[config.mk]
export PLATFORM = sky130hd
export DESIGN_NAME = minmax_linear_quantizer
export DESIGN_NICKNAME = d
export VERILOG_FILES = /design/src/rtl/core/mlq_pkg.sv /design/src/rtl/core/mlq_ram.sv /design/src/rtl/core/mlq_divider.sv /design/src/rtl/core/mlq_front.sv /design/src/rtl/core/mlq_back.sv /design/src/rtl/core/minmax_linear_quantizer.sv
export VERILOG_INCLUDE_DIRS = /design/src /design/src/rtl/core
export SDC_FILE = /design/constraint.sdc
export NUM_CORES = 2
export LEC_CHECK = 0
export BUFFER_PORTS_ARGS = -buffer_cell sky130_fd_sc_hd__buf_4
export CAP_MARGIN = 20
export CORE_MARGIN = 1
export CORE_UTILIZATION = 45
export CTS_CLUSTER_SIZE = 20
export DETAILED_ROUTE_END_ITERATION = 10
export GPL_TIMING_DRIVEN = 0
export PLACE_DENSITY_LB_ADDON = 0.15
export SETUP_SLACK_MARGIN = 0.2
export SYNTH_ARGS = -nofsm -noshare
export SYNTH_HDL_FRONTEND = slang
export SYNTH_SLANG_ARGS = --single-unit
[constraint.sdc]
create_clock -name clk -period 13.8 [get_ports clk]
set_clock_uncertainty 0.1 [all_clocks]
set_input_delay 1.38 -clock clk [delete_from_list [all_inputs] [get_ports clk]]
set_output_delay 1.38 -clock clk [all_outputs]
set_load 0.005 [all_outputs]
[src/rtl/core/minmax_linear_quantizer_assert.svh]
// Assertion macros shared by the quantizer RTL.
// Depends on nothing; included by modules that check their own logic.
`ifndef MINMAX_LINEAR_QUANTIZER_ASSERT_SVH
`define MINMAX_LINEAR_QUANTIZER_ASSERT_SVH
`ifndef SYNTHESIS
`define MLQ_ASSERT(label, clk, rst, prop, msg) \
  label: assert property (@(posedge clk) disable iff (rst) prop) else $error(msg);
`define MLQ_ASSERT_NR(label, clk, prop, msg) \
  label: assert property (@(posedge clk) prop) else $error(msg);
`else
`define MLQ_ASSERT(label, clk, rst, prop, msg)
`define MLQ_ASSERT_NR(label, clk, prop, msg)
`endif
`endif

[src/rtl/core/mlq_pkg.sv]
// Shared types and constants for the min/max linear quantizer.
// No dependencies.
`default_nettype none
package mlq_pkg;
  localparam int SetDepth = 64;
  localparam int QueueDepth = 4;
  localparam int SampleW = 16;
  localparam int ScaleW = 29;
  localparam int ZeroW = 32;
  localparam logic [4:0] BitCountReset = 5'd8;

  typedef enum logic [2:0] {
    ST_LOAD, ST_DIV_SCALE, ST_DIV_ZERO, ST_READ, ST_DIV_Q, ST_PUSH
  } back_state_t;

  typedef struct packed {
    logic [SampleW-1:0] value;
    logic               last;
  } front_word_t;
endpackage
`default_nettype wire

[src/rtl/core/mlq_ram.sv]
// Generic single-port-write, single-port-read RAM with registered read.
// No dependencies.
`default_nettype none
module mlq_ram #(
  parameter int Width = 16,
  parameter int Depth = 64
) (
  input  wire logic                     clk,
  input  wire logic                     wr_en,
  input  wire logic [$clog2(Depth)-1:0] wr_addr,
  input  wire logic [Width-1:0]         wr_data,
  input  wire logic [$clog2(Depth)-1:0] rd_addr,
  output logic      [Width-1:0]         rd_data
);
  logic [Width-1:0] mem [Depth];
  always_ff @(posedge clk) begin
    if (wr_en) begin
      mem[wr_addr] <= wr_data;
    end
    rd_data <= mem[rd_addr];
  end
endmodule
`default_nettype wire

[src/rtl/core/mlq_divider.sv]
// Restoring divider, one quotient bit per cycle: q = floor(num / den).
// Depends on nothing but its ports.
`default_nettype none
module mlq_divider (
  input  wire logic        clk,
  input  wire logic        rst,
  input  wire logic        start,
  input  wire logic [47:0] num,
  input  wire logic [33:0] den,
  output logic             done,
  output logic [47:0]      quot
);
  logic [5:0]  count;
  logic        busy;
  logic [34:0] rem;
  logic [34:0] trial;

  assign trial = {rem[33:0], quot[47]} - {1'b0, den};

  always_ff @(posedge clk) begin
    if (rst) begin
      busy  <= 1'b0;
      done  <= 1'b0;
      count <= '0;
    end else begin
      done <= 1'b0;
      if (start) begin
        busy  <= 1'b1;
        count <= 6'd47;
      end else if (busy) begin
        if (count == 6'd0) begin
          busy <= 1'b0;
          done <= 1'b1;
        end
        count <= count - 6'd1;
      end
    end
  end

  always_ff @(posedge clk) begin
    if (start) begin
      quot <= num;
      rem  <= '0;
    end else if (busy) begin
      if (!trial[34]) begin
        rem  <= trial;
        quot <= {quot[46:0], 1'b1};
      end else begin
        rem  <= {rem[33:0], quot[47]};
        quot <= {quot[46:0], 1'b0};
      end
    end
  end
endmodule
`default_nettype wire

[src/rtl/core/mlq_front.sv]
// Front end: accepts sample words and hands them to the back end via a queue.
// Depends on mlq_pkg.
`default_nettype none
module mlq_front #(
  parameter int QueueDepth = mlq_pkg::QueueDepth
) (
  input  wire logic                 clk,
  input  wire logic                 rst,
  input  wire logic                 s_tvalid,
  output logic                      s_tready,
  input  wire logic [15:0]          s_tdata,
  input  wire logic                 s_tlast,
  output logic                      q_valid,
  input  wire logic                 q_pop,
  output mlq_pkg::front_word_t      q_word
);
  localparam int AW = $clog2(QueueDepth);
  mlq_pkg::front_word_t buf_q [QueueDepth];
  logic [AW-1:0] wr_ptr;
  logic [AW-1:0] rd_ptr;
  logic [AW:0]   used;
  logic          push;
  logic          pop;

  assign s_tready = (used != (AW+1)'(QueueDepth));
  assign push     = s_tvalid && s_tready;
  assign q_valid  = (used != '0);
  assign pop      = q_pop && q_valid;
  assign q_word   = buf_q[rd_ptr];

  always_ff @(posedge clk) begin
    if (rst) begin
      wr_ptr <= '0;
      rd_ptr <= '0;
      used   <= '0;
    end else begin
      if (push) wr_ptr <= wr_ptr + AW'(1);
      if (pop)  rd_ptr <= rd_ptr + AW'(1);
      used <= used + (AW+1)'(push) - (AW+1)'(pop);
    end
  end

  always_ff @(posedge clk) begin
    if (push) begin
      buf_q[wr_ptr].value <= s_tdata;
      buf_q[wr_ptr].last  <= s_tlast;
    end
  end
endmodule
`default_nettype wire

[src/rtl/core/mlq_back.sv]
// Back end: stores samples, tracks min/max, then divides and emits codes.
// Depends on mlq_pkg, mlq_ram, mlq_divider and the assertion header.
`include "minmax_linear_quantizer_assert.svh"
`default_nettype none
module mlq_back #(
  parameter int SetDepth = mlq_pkg::SetDepth
) (
  input  wire logic                clk,
  input  wire logic                rst,
  input  wire logic [4:0]          bit_count,
  input  wire logic                q_valid,
  output logic                     q_pop,
  input  wire mlq_pkg::front_word_t q_word,
  output logic                     m_tvalid,
  input  wire logic                m_tready,
  output logic [79:0]              m_tdata,
  output logic                     m_tlast
);
  localparam int AW = (SetDepth > 1) ? $clog2(SetDepth) : 1;
  localparam int CW = $clog2(SetDepth + 1);

  mlq_pkg::back_state_t state, state_next;
  logic signed [15:0] run_min, run_max;
  logic [CW-1:0] fill, idx;
  logic [16:0]   m_val;
  logic [16:0]   d_val;
  logic          deq;
  logic [28:0]   scale;
  logic signed [31:0] zero;
  logic [15:0]   rd_data;
  logic          div_start, div_done;
  logic [47:0]   div_num, div_quot;
  logic [33:0]   div_den;
  logic          neg;
  logic          store_en;
  logic          out_busy;
  logic [15:0]   q_code;
  logic signed [15:0] samp;
  logic [4:0]    b_eff;
  logic [32:0]   prod_mag;
  logic signed [15:0] min_upd, max_upd;
  logic [16:0]   s_mag;
  logic [16:0]   s_sum;
  logic          push_out;

  assign b_eff = (bit_count == 5'd0) ? 5'd1 : (bit_count > 5'd16) ? 5'd16 : bit_count;
  assign store_en = (state == mlq_pkg::ST_LOAD) && q_valid && (fill < CW'(SetDepth));
  assign samp = $signed(rd_data);
  assign s_mag = samp[15] ? (17'd0 - 17'(samp)) : 17'(samp);
  assign s_sum = s_mag + 17'd2048;

  // Running extremes including the word stored in this cycle.
  always_comb begin
    min_upd = run_min;
    max_upd = run_max;
    if (store_en && $signed(q_word.value) < run_min) min_upd = $signed(q_word.value);
    if (store_en && $signed(q_word.value) > run_max) max_upd = $signed(q_word.value);
  end

  mlq_ram #(.Width(16), .Depth(SetDepth)) u_ram (
    .clk(clk), .wr_en(store_en), .wr_addr(fill[AW-1:0]), .wr_data(q_word.value),
    .rd_addr(idx[AW-1:0]), .rd_data(rd_data)
  );

  mlq_divider u_div (
    .clk(clk), .rst(rst), .start(div_start), .num(div_num), .den(div_den),
    .done(div_done), .quot(div_quot)
  );

  // Divider operand selection; rounding half away uses floor((2n+d)/2d).
  always_comb begin
    div_num   = '0;
    div_den   = '0;
    prod_mag  = '0;
    neg       = 1'b0;
    case (state)
      mlq_pkg::ST_DIV_SCALE: begin
        div_num = 48'({d_val, 13'd0}) + 48'(m_val);
        div_den = 34'({m_val, 1'b1}) - 34'd1;
      end
      mlq_pkg::ST_DIV_ZERO: begin
        neg      = run_min > 0;
        prod_mag = 33'(neg ? 17'(run_min) : 17'(-run_min)) * 33'(m_val);
        div_num  = 48'({prod_mag, 1'b0}) + 48'(d_val);
        div_den  = 34'({d_val, 1'b0});
      end
      mlq_pkg::ST_DIV_Q: begin
        neg      = samp[15];
        prod_mag = 33'(s_mag) * 33'(m_val);
        div_num  = 48'({prod_mag, 1'b0}) + 48'(d_val);
        div_den  = 34'({d_val, 1'b0});
      end
      default: ;
    endcase
  end

  always_comb begin
    state_next = state;
    case (state)
      mlq_pkg::ST_LOAD:
        if (q_valid && q_word.last) begin
          state_next = (fill == '0 && !store_en) ? mlq_pkg::ST_LOAD : mlq_pkg::ST_DIV_SCALE;
        end
      mlq_pkg::ST_DIV_SCALE: if (div_done) state_next = mlq_pkg::ST_DIV_ZERO;
      mlq_pkg::ST_DIV_ZERO:  if (div_done || deq) state_next = mlq_pkg::ST_READ;
      mlq_pkg::ST_READ:      state_next = mlq_pkg::ST_DIV_Q;
      mlq_pkg::ST_DIV_Q:     if (div_done || deq) state_next = mlq_pkg::ST_PUSH;
      mlq_pkg::ST_PUSH:
        if (!out_busy) begin
          state_next = (idx == fill) ? mlq_pkg::ST_LOAD : mlq_pkg::ST_READ;
        end
      default: state_next = mlq_pkg::ST_LOAD;
    endcase
  end

  assign q_pop = (state == mlq_pkg::ST_LOAD) && q_valid;
  assign out_busy = m_tvalid && !m_tready;
  assign push_out = (state == mlq_pkg::ST_PUSH) && !out_busy;

  // Pulse divider start on the first cycle of each divide state; skipped in the zero and code states when deq.
  logic started;
  always_ff @(posedge clk) begin
    if (rst) begin
      state   <= mlq_pkg::ST_LOAD;
      started <= 1'b0;
    end else begin
      state <= state_next;
      started <= (state_next == state) && (state == mlq_pkg::ST_DIV_SCALE ||
                 state == mlq_pkg::ST_DIV_ZERO || state == mlq_pkg::ST_DIV_Q);
    end
  end
  always_comb begin
    div_start = !started && !div_done &&
                (state == mlq_pkg::ST_DIV_SCALE ||
                 (state == mlq_pkg::ST_DIV_Q && !deq) ||
                 (state == mlq_pkg::ST_DIV_ZERO && !deq));
  end

  // With equal extremes the code is the sample rounded to whole units, a plain shift.
  logic signed [48:0] qfull;
  always_comb begin
    if (deq) begin
      qfull = neg ? -$signed(49'(s_sum[16:12])) : $signed(49'(s_sum[16:12]));
    end else begin
      qfull = neg ? -$signed({1'b0, div_quot}) : $signed({1'b0, div_quot});
      qfull = qfull + 49'(zero);
    end
    if (qfull < 0) q_code = '0;
    else if (qfull > $signed(49'(m_val))) q_code = m_val[15:0];
    else q_code = qfull[15:0];
  end

  always_ff @(posedge clk) begin
    if (rst) begin
      run_min  <= 16'sh7fff;
      run_max  <= -16'sh8000;
      fill     <= '0;
      idx      <= '0;
      m_tvalid <= 1'b0;
    end else begin
      if (push_out) m_tvalid <= 1'b1;
      else if (m_tvalid && m_tready) m_tvalid <= 1'b0;
      case (state)
        mlq_pkg::ST_LOAD: begin
          if (store_en) fill <= fill + CW'(1);
          run_min <= min_upd;
          run_max <= max_upd;
          idx <= '0;
        end
        mlq_pkg::ST_DIV_Q: if (div_done || deq) idx <= idx + CW'(1);
        mlq_pkg::ST_PUSH:
          if (push_out && idx == fill) begin
            fill    <= '0;
            run_min <= 16'sh7fff;
            run_max <= -16'sh8000;
          end
        default: ;
      endcase
    end
  end

  logic [15:0] q_hold;
  logic signed [48:0] z_full;
  always_comb z_full = neg ? -$signed({1'b0, div_quot}) : $signed({1'b0, div_quot});
  always_ff @(posedge clk) begin
    if (state == mlq_pkg::ST_LOAD) begin
      m_val <= 17'((18'd1 << b_eff) - 18'd1);
      d_val <= 17'(32'(max_upd) - 32'(min_upd));
      deq   <= (max_upd == min_upd);
    end
    if (state == mlq_pkg::ST_DIV_SCALE) begin
      deq <= (d_val == '0);
      if (d_val == '0) scale <= 29'h1000000;
      else if (div_done) scale <= div_quot[28:0];
    end
    if (state == mlq_pkg::ST_DIV_ZERO) begin
      if (deq) zero <= '0;
      else if (div_done) begin
        if (z_full > 49'sd2147483647) zero <= 32'sh7fffffff;
        else if (z_full < -49'sd2147483648) zero <= 32'sh80000000;
        else zero <= z_full[31:0];
      end
    end
    if (state == mlq_pkg::ST_DIV_Q && (div_done || deq)) q_hold <= q_code;
    if (push_out) begin
      m_tdata <= {3'b0, zero, scale, q_hold};
      m_tlast <= (idx == fill);
    end
  end

  `MLQ_ASSERT(a_fill_bound, clk, rst, fill <= CW'(SetDepth), "fill count past depth")
  `MLQ_ASSERT(a_pop_load, clk, rst, q_pop |-> state == mlq_pkg::ST_LOAD, "pop outside load")
  `MLQ_ASSERT(a_out_hold, clk, rst, (m_tvalid && !m_tready) |=> m_tvalid, "result dropped")
endmodule
`default_nettype wire

[src/rtl/core/minmax_linear_quantizer.sv]
// Min/max linear quantizer: collects up to SET_DEPTH samples, then emits
// one clipped code per sample. Samples are taken one per cycle through a
// four-word queue while the back end is loading; once it starts computing,
// the queue fills and s_tready drops until the last code of the set is
// pushed to the output. After the last sample the back end divides for the
// scale and then for the zero point; each code then costs a read, a divide
// and a push. When all samples of a set are equal, the zero-point and code
// divides are skipped. A push also waits while the previous word is not
// taken.
`default_nettype none
module minmax_linear_quantizer #(
  parameter int SET_DEPTH = mlq_pkg::SetDepth,
  parameter int QUEUE_DEPTH = mlq_pkg::QueueDepth
) (
  input  wire logic        clk,
  input  wire logic        rst,
  input  wire logic        cfg_wr_en,
  input  wire logic [4:0]  cfg_wr_data,
  input  wire logic        s_tvalid,
  output logic             s_tready,
  input  wire logic [15:0] s_tdata,   // sample
  input  wire logic        s_tlast,   // last_in
  output logic             m_tvalid,
  input  wire logic        m_tready,
  output logic [79:0]      m_tdata,   // quant_value, scale_value, zero_point
  output logic             m_tlast    // last_out
);
  logic [4:0] bit_count;
  logic q_valid, q_pop;
  mlq_pkg::front_word_t q_word;

  always_ff @(posedge clk) begin
    if (rst) bit_count <= mlq_pkg::BitCountReset;
    else if (cfg_wr_en) bit_count <= cfg_wr_data;
  end

  mlq_front #(.QueueDepth(QUEUE_DEPTH)) u_front (
    .clk(clk), .rst(rst), .s_tvalid(s_tvalid), .s_tready(s_tready),
    .s_tdata(s_tdata), .s_tlast(s_tlast),
    .q_valid(q_valid), .q_pop(q_pop), .q_word(q_word)
  );

  mlq_back #(.SetDepth(SET_DEPTH)) u_back (
    .clk(clk), .rst(rst), .bit_count(bit_count),
    .q_valid(q_valid), .q_pop(q_pop), .q_word(q_word),
    .m_tvalid(m_tvalid), .m_tready(m_tready), .m_tdata(m_tdata), .m_tlast(m_tlast)
  );
endmodule
`default_nettype wire

* Yosys cells after proc, flatten, opt, wreduce, memory -nomap -nowiden
Memories as Yosys holds them, arrays and structs flattened. A register that Yosys moved wholly into a read port is not among the register bits.
Index checks and enable logic that the tools add are counted.
** Storage, ports and cells
- Bits in registers :: 343
- Bits of input ports :: 27
- Bits in writable memories :: 1092
- Memories :: 2
- Output and inout port bits :: 83
- Word-level logic and storage cells :: 176
** Memory list
- u_back.u_ram.mem :: depth 64, bits a word 16, rd ports 1, clocked after memory_dff 1, write ports 1, line mlq_ram.sv:15 : logic [Width-1:0] mem [Depth];
- u_front.buf_q :: depth 4, bits a word 17, rd ports 1, clocked after memory_dff 1, write ports 1, line mlq_front.sv:18 : mlq_pkg::front_word_t buf_q [QueueDepth];
** Cells by class
- Shifts and indexed selects :: 1
- Equal/unequal tests :: 12
- $lt $le $gt $ge :: 9
- Bitwise operators :: 1
- $add $sub $neg :: 20
- Multiplexer cells :: 54
- Multipliers :: 2
- Reductions and logical operators :: 50
** Operators with widths (count)
- $mux W49 :: 3
- $pmux W48 S3 :: 1
- $mux W32 :: 3
- $mux W48 :: 2
- $mux W16 :: 5
- $add A34 B17 Y35 :: 2
- $pmux W34 S2 :: 1
- $pmux W16 S2 :: 2
- $add A49 B32 Y49 :: 1
- $gt A49 B18 Y1 :: 1
- $gt A49 B32 Y1 const B :: 1
- $lt A49 B1 Y1 const B :: 1
- $lt A49 B32 Y1 const B :: 1
- $neg A48 Y49 :: 1
- $neg A5 Y49 :: 1
- $sub A35 B34 Y35 :: 1
- $mux W34 :: 1
- $mul A17 B17 Y33 :: 1
- $mul A33 B17 Y33 :: 1
- $mux W33 :: 1
- $add A30 B17 Y31 :: 1
- $mux W29 :: 1
- $pmux W7 S2 :: 2
- $mux W7 :: 3
- 49 further kinds :: 111

* Longest topological paths before layout
- Depth in word-level cells :: 10
- Gate-level depth with buffers :: 42
- Gate-level depth less buffers :: 38

* Cells and area by module
Synthesis repeated with hierarchy kept, for this count alone.
** Second synthesis, totals
- Cells, all modules :: 7021
- Area, all modules :: 87779.2 um2
** Modules (own cells, without submodules)
- mlq_ram :: seq. area each 31069.8 um2, instances 1, cells each 1829, area each 40042.2 um2
- mlq_back :: seq. area each 6726.5 um2, instances 1, cells each 4443, area each 38784.7 um2
- mlq_divider :: seq. area each 2282.2 um2, instances 1, cells each 595, area each 5806.8 um2
- mlq_front :: seq. area each 2222.1 um2, instances 1, cells each 138, area each 2961.6 um2
- minmax_linear_quantizer :: seq. area each 100.1 um2, instances 1, cells each 16, area each 183.9 um2

* Worst setup path after synthesis
Ideal clock, no wire load.
- Path kind :: flip-flop to flip-flop
- Start :: register u_back.u_ram.rd_data[0], read port of u_back.u_ram.mem
- End :: register u_back.u_div.quot[27] (data pin)
- Cell stages (with the launch flop) :: 35
- Data arrival time :: 8709 ps
- Buffers on the path :: 3
- Setup time :: 261 ps
- Clock period less this slack :: 9070 ps
- Required time :: 13439 ps
- Setup slack :: 4730 ps
- Path through :: dfxtp_1 -> clkbuf_1 -> inv_1 -> clkbuf_1 -> ha_1 -> or4b_1 -> o21ai_0 -> xor2_1 -> nor2_1 -> fa_1 -> inv_1 -> fa_1 -> inv_1 -> fa_1 -> inv_1 -> fa_1 -> inv_1 -> fa_1 -> inv_1 -> fa_1 -> inv_1 -> ha_1 -> clkbuf_1 -> a211oi_1 -> o21ai_1 -> a221oi_1 -> xnor2_1 -> nand2_1 -> nor3b_1 -> o211ai_1 -> nor4b_2 -> and4_1 -> nand2_1 -> xnor2_1 -> a221o_1
** Between the ends
- Word-level cells in the longest chain between the ends :: 6
** RTL lines
- start, declared :: line mlq_ram.sv:13 : output logic [Width-1:0] rd_data
- $sub A1 B16 Y17 :: line mlq_back.sv:49 : assign s_mag = samp[15] ? (17'd0 - 17'(samp)) : 17'(samp);
- $mux W17 * :: line mlq_back.sv:49
- $mul A17 B17 Y33 * :: line mlq_back.sv:89 : prod_mag = 33'(s_mag) * 33'(m_val);
- $add A34 B17 Y35 * :: line mlq_back.sv:90 : div_num = 48'({prod_mag, 1'b0}) + 48'(d_val);
- $pmux W48 S3 * :: line mlq_back.sv:76 : case (state)
- $mux W48 * :: line mlq_divider.sv:41 : if (start) begin
- end signal, assigned :: line mlq_divider.sv:42 : quot <= num;
- end signal, assigned :: line mlq_divider.sv:47 : quot <= {quot[46:0], 1'b1};
- end signal, assigned :: line mlq_divider.sv:50 : quot <= {quot[46:0], 1'b0};
- end, declared :: line mlq_divider.sv:11 : output logic [47:0] quot
Every way passes the cells marked *; elsewhere a longest branch is shown, timed or not.
A chain may end at the register's enable or synchronous reset.

* Worst setup path in the final report
- Start :: register u_back.run_min[0]
- End :: register u_back.u_div.quot[27] (data pin)
** Between the ends
- Word-level cells in the longest chain between the ends :: 6
- Elaborated cells on any way between the ends :: 7
- Classes of those cells :: add/sub (2); mul (1); order compare (1); mux (3)
** RTL lines
- start, declared :: line mlq_back.sv:23 : logic signed [15:0] run_min, run_max;
- start signal, assigned :: line mlq_back.sv:166 : run_min <= min_upd;
- $neg A16 Y17 or $gt A16 B1 Y1 (tied branches) :: line mlq_back.sv:83, mlq_back.sv:82
- $mux W33 * :: line mlq_back.sv:83 : prod_mag = 33'(neg ? 17'(run_min) : 17'(-run_min)) * 33'(m_val);
- $mul A33 B17 Y33 * :: line mlq_back.sv:83
- $add A34 B17 Y35 * :: line mlq_back.sv:84 : div_num = 48'({prod_mag, 1'b0}) + 48'(d_val);
- $pmux W48 S3 * :: line mlq_back.sv:76
- $mux W48 * :: line mlq_divider.sv:41
Marked as above.

==> metrics.md <==
| Metric | Value |
|---|---|
| Total routed wirelength | `251000 µm` |
| Most frequent cells in the layout | `edfxtp_1 (1330), inv_1 (758), nand2_1 (545)` |
| Levels on crit path | `35` |
| Clk sinks | `1453` |
| Setup TNS | `0 ns` |
| CP Class | `reg -> reg` |
| First-pass GRT wire length | `370000 µm` |
| Max cap viols | `0` |
| CP Buf/Inv Count | `11` |
| Max_slew headroom | `15.1%` |
| Effective utilization at floorplan | `45.4%` |
| Top-level I/O count | `110` |
| CTS tree | `built` |
| Clock Latency Late Sink | `0.81 ns` |
| Synthesized area per cell | `13.0 µm²` |
| Hold buffer count at cts | `0` |
| Ys flop type | `edfxtp_1` |
| Critical Path RT | `14.24 ns` |
| Core area | `188000 µm²` |
| Largest net degree at the start of global routing | `71` |
| DIE AREA | `192000 µm²` |
| Startpoint Class | `register` |
| FILL cells | `16200` |
| Post-synth design cell area | `85600 µm²` |
| Most common cell after layout, fill and taps aside | `edfxtp_1` |
| Area share of the largest cell type after synthesis | `46.7%` |
| Slowest stage delay, CP | `0.73 ns` |
| Measured slew at the worst slew-check pin | `1.27 ns` |
| Hold depth | `0` |
| Worst R2R End | `u_back.u_div.quot[27]` |
| NumNets Final | `7871` |
| Setup violations, final | `0` |
| Via density | `5.70` |
| Reg2Reg Setup Slack | `1.12 ns` |
| CP max stage cell | `clkbuf_1` |
| Top cells by area, synth | `edfxtp_1 (47%), fa_1 (12%), mux4_2 (9.3%), ha_1 (5.0%), inv_1 (3.3%)` |
| PortBufs | `104` |
| # H-tree levels | `4` |
| Largest fanout on the critical path | `10` |
| Routed wire per std cell | `26.1 µm` |
| Layout cell share with drive strength beyond 1 | `12.9%` |
| Max Fclk | `78.9 MHz` |
| Vias | `54700` |
| GRT Overall Usage | `26.4%` |
| #FFs+latches synth | `1453` |
| Cell family with most CP delay | `adder cells` |
| Outcome | `complete, but fails checks` |
| Final hold slack | `0.312 ns` |
| Initial DRC count | `5204` |
| Failing checks | `DRC` |
| DRC | `26` |
| CTS buffer count | `150` |
| Post-CTS Setup Bufs | `0` |
| CP endpoint kind | `register` |
| Area leader, netlist | `edfxtp_1` |
| Die X-Extent | `438 µm` |
| Register area share after synthesis | `49.6%` |
| Tcrit/Tclk final | `91.9%` |
| Num rows | `159` |
| Hold Crit Class | `reg -> reg` |
| Vias in the first global route | `55200` |
| Area grow syn2layout | `12.3%` |
| Die Y | `438 µm` |
| Antenna violations before repair | `11` |
| Post-layout util | `51.0%` |
| Final hold violation count | `0` |
| Root Buffer | `clkbuf_16` |
| Number of synthesized flops with an enable pin | `1330` |
| CTS Buffer Depth | `3` |
| Pre-antenna DRT Iters | `11` |
| Crit path DAT | `13.12 ns` |
| R2R Path Start | `u_back.run_min[0]` |
| Final ANT Viol Nets | `0` |
| Post-Syn Instances | `6586` |
| Reg clk slew, reported paths | `0.06 ns` |
| RD Place Congestion | `0.975` |
| DP Wirelength | `186000 µm` |
| Max Slew Vio Count | `0` |
| Hold Path Sink | `u_back.m_tdata[21]` |
| RSZ-0062 raised after global routing | `no` |
| Ys Warns | `0` |
| Hold Crit Start | `u_back.scale[5]` |
| CP most frequent cell | `inv_1` |
| Final Critical Period | `12.68 ns` |
| R2R depth | `35` |
| Post-CTS sizing | `0` |
| Netlist cell types | `106` |
| Post-synthesis async set-or-reset flop share | `0%` |
| Total grt overflow | `0` |
[area by class of cell]
type	count	area (µm²)	area share, %
Inverter	759	2850	2.96
Tap cell	2495	3120	3.25
Clock inverter	83	837	0.871
Multi-Input combinational cell	4128	39700	41.3
Sequential cell	1453	42400	44.1
Timing Repair Buffer	190	2000	2.08
Buffer	304	1180	1.23
Clock buffer	188	4010	4.17
Antenna cell	6	15.0	0.0156
[sequential cells by signal (all words and copies together) (netlist names), 7 cells and up, named ones only]
signal,count
u_back.run_min,16
u_back.u_div.rem,34
u_back.scale,29
u_back.u_ram.mem,1024
u_back.q_hold,16
u_back.d_val,17
u_front.buf_q,68
u_back.fill,7
u_back.m_tdata,77
u_back.m_val,17
u_back.idx,7
u_back.zero,32
u_back.u_ram.rd_data,16
u_back.u_div.quot,48
u_back.run_max,16
[routing by layer]
layer | part of all wire, % | routed length [µm] | global-route usage (%) | vias to the layer above
met4 | 4.7 | 11900 | 11.7 | 2
met3 | 6.3 | 15800 | 4.03 | 395
met2 | 48 | 120000 | 42.6 | 1877
li1 | - | - | - | 24300
met5 | 0.0060 | 15 | 0 | -
met1 | 41 | 104000 | 35.4 | 28200
[Yosys cell counts (62+ instances only)]
master	number
nand3_1	111
dfxtp_1	123
inv_1	758
edfxtp_1	1330
a21oi_1	233
nor2b_1	76
nand2_1	545
xnor2_1	177
ha_1	339
clkbuf_1	246
xor2_1	89
nor2_1	401
fa_1	519
and2_1	174
mux4_2	353
a21o_1	62
nor3_1	100
o21ai_0	201
[logic make-up after synthesis]
group	count (synthesis)	synth area share, %
xor gates and xnor gates	266	2.72
AOI/OAI and AO/OA	872	6.60
buffers and inverters	1063	4.71
and+or+nand+nor	1672	9.45
other	2	0.00878
muxes	400	9.85
adders and majority gates	858	17.1
DFF	1453	49.6
[per-stage QoR]
step / cells / worst slack, ns / area (µm²)
6_report: 9606 / 1.12 / 96100
5_1_grt: 9602 / 0.699 / 96100
4_1_cts: 9597 / 1.30 / 96000
3_5_place_dp: 9326 / 1.32 / 91200
3_3_place_gp: 9243 / 0.489 / 89700
2_1_floorplan: 6644 / 4.73 / 85800
[how the worst max path moves through the flow]
| stage | from | to | slack (ns) |
|---|---|---|---|
| after floorplan | u_back.u_ram.rd_data[0] | u_back.u_div.quot[27] | 4.73 |
| after global placement | u_back.run_min[0] | u_back.u_div.quot[27] | 0.49 |
| after detailed placement | u_back.run_min[0] | u_back.u_div.quot[27] | 1.32 |
| after CTS | u_back.run_min[0] | u_back.u_div.quot[32] | 1.30 |
| after global routing | u_back.run_min[0] | u_back.u_div.quot[30] | 0.70 |
| final | u_back.run_min[0] | u_back.u_div.quot[27] | 1.12 |
Power is left out: the tool's default activity adds up to more than one toggle a clock period on the data nets, which glitch-free logic cannot reach.
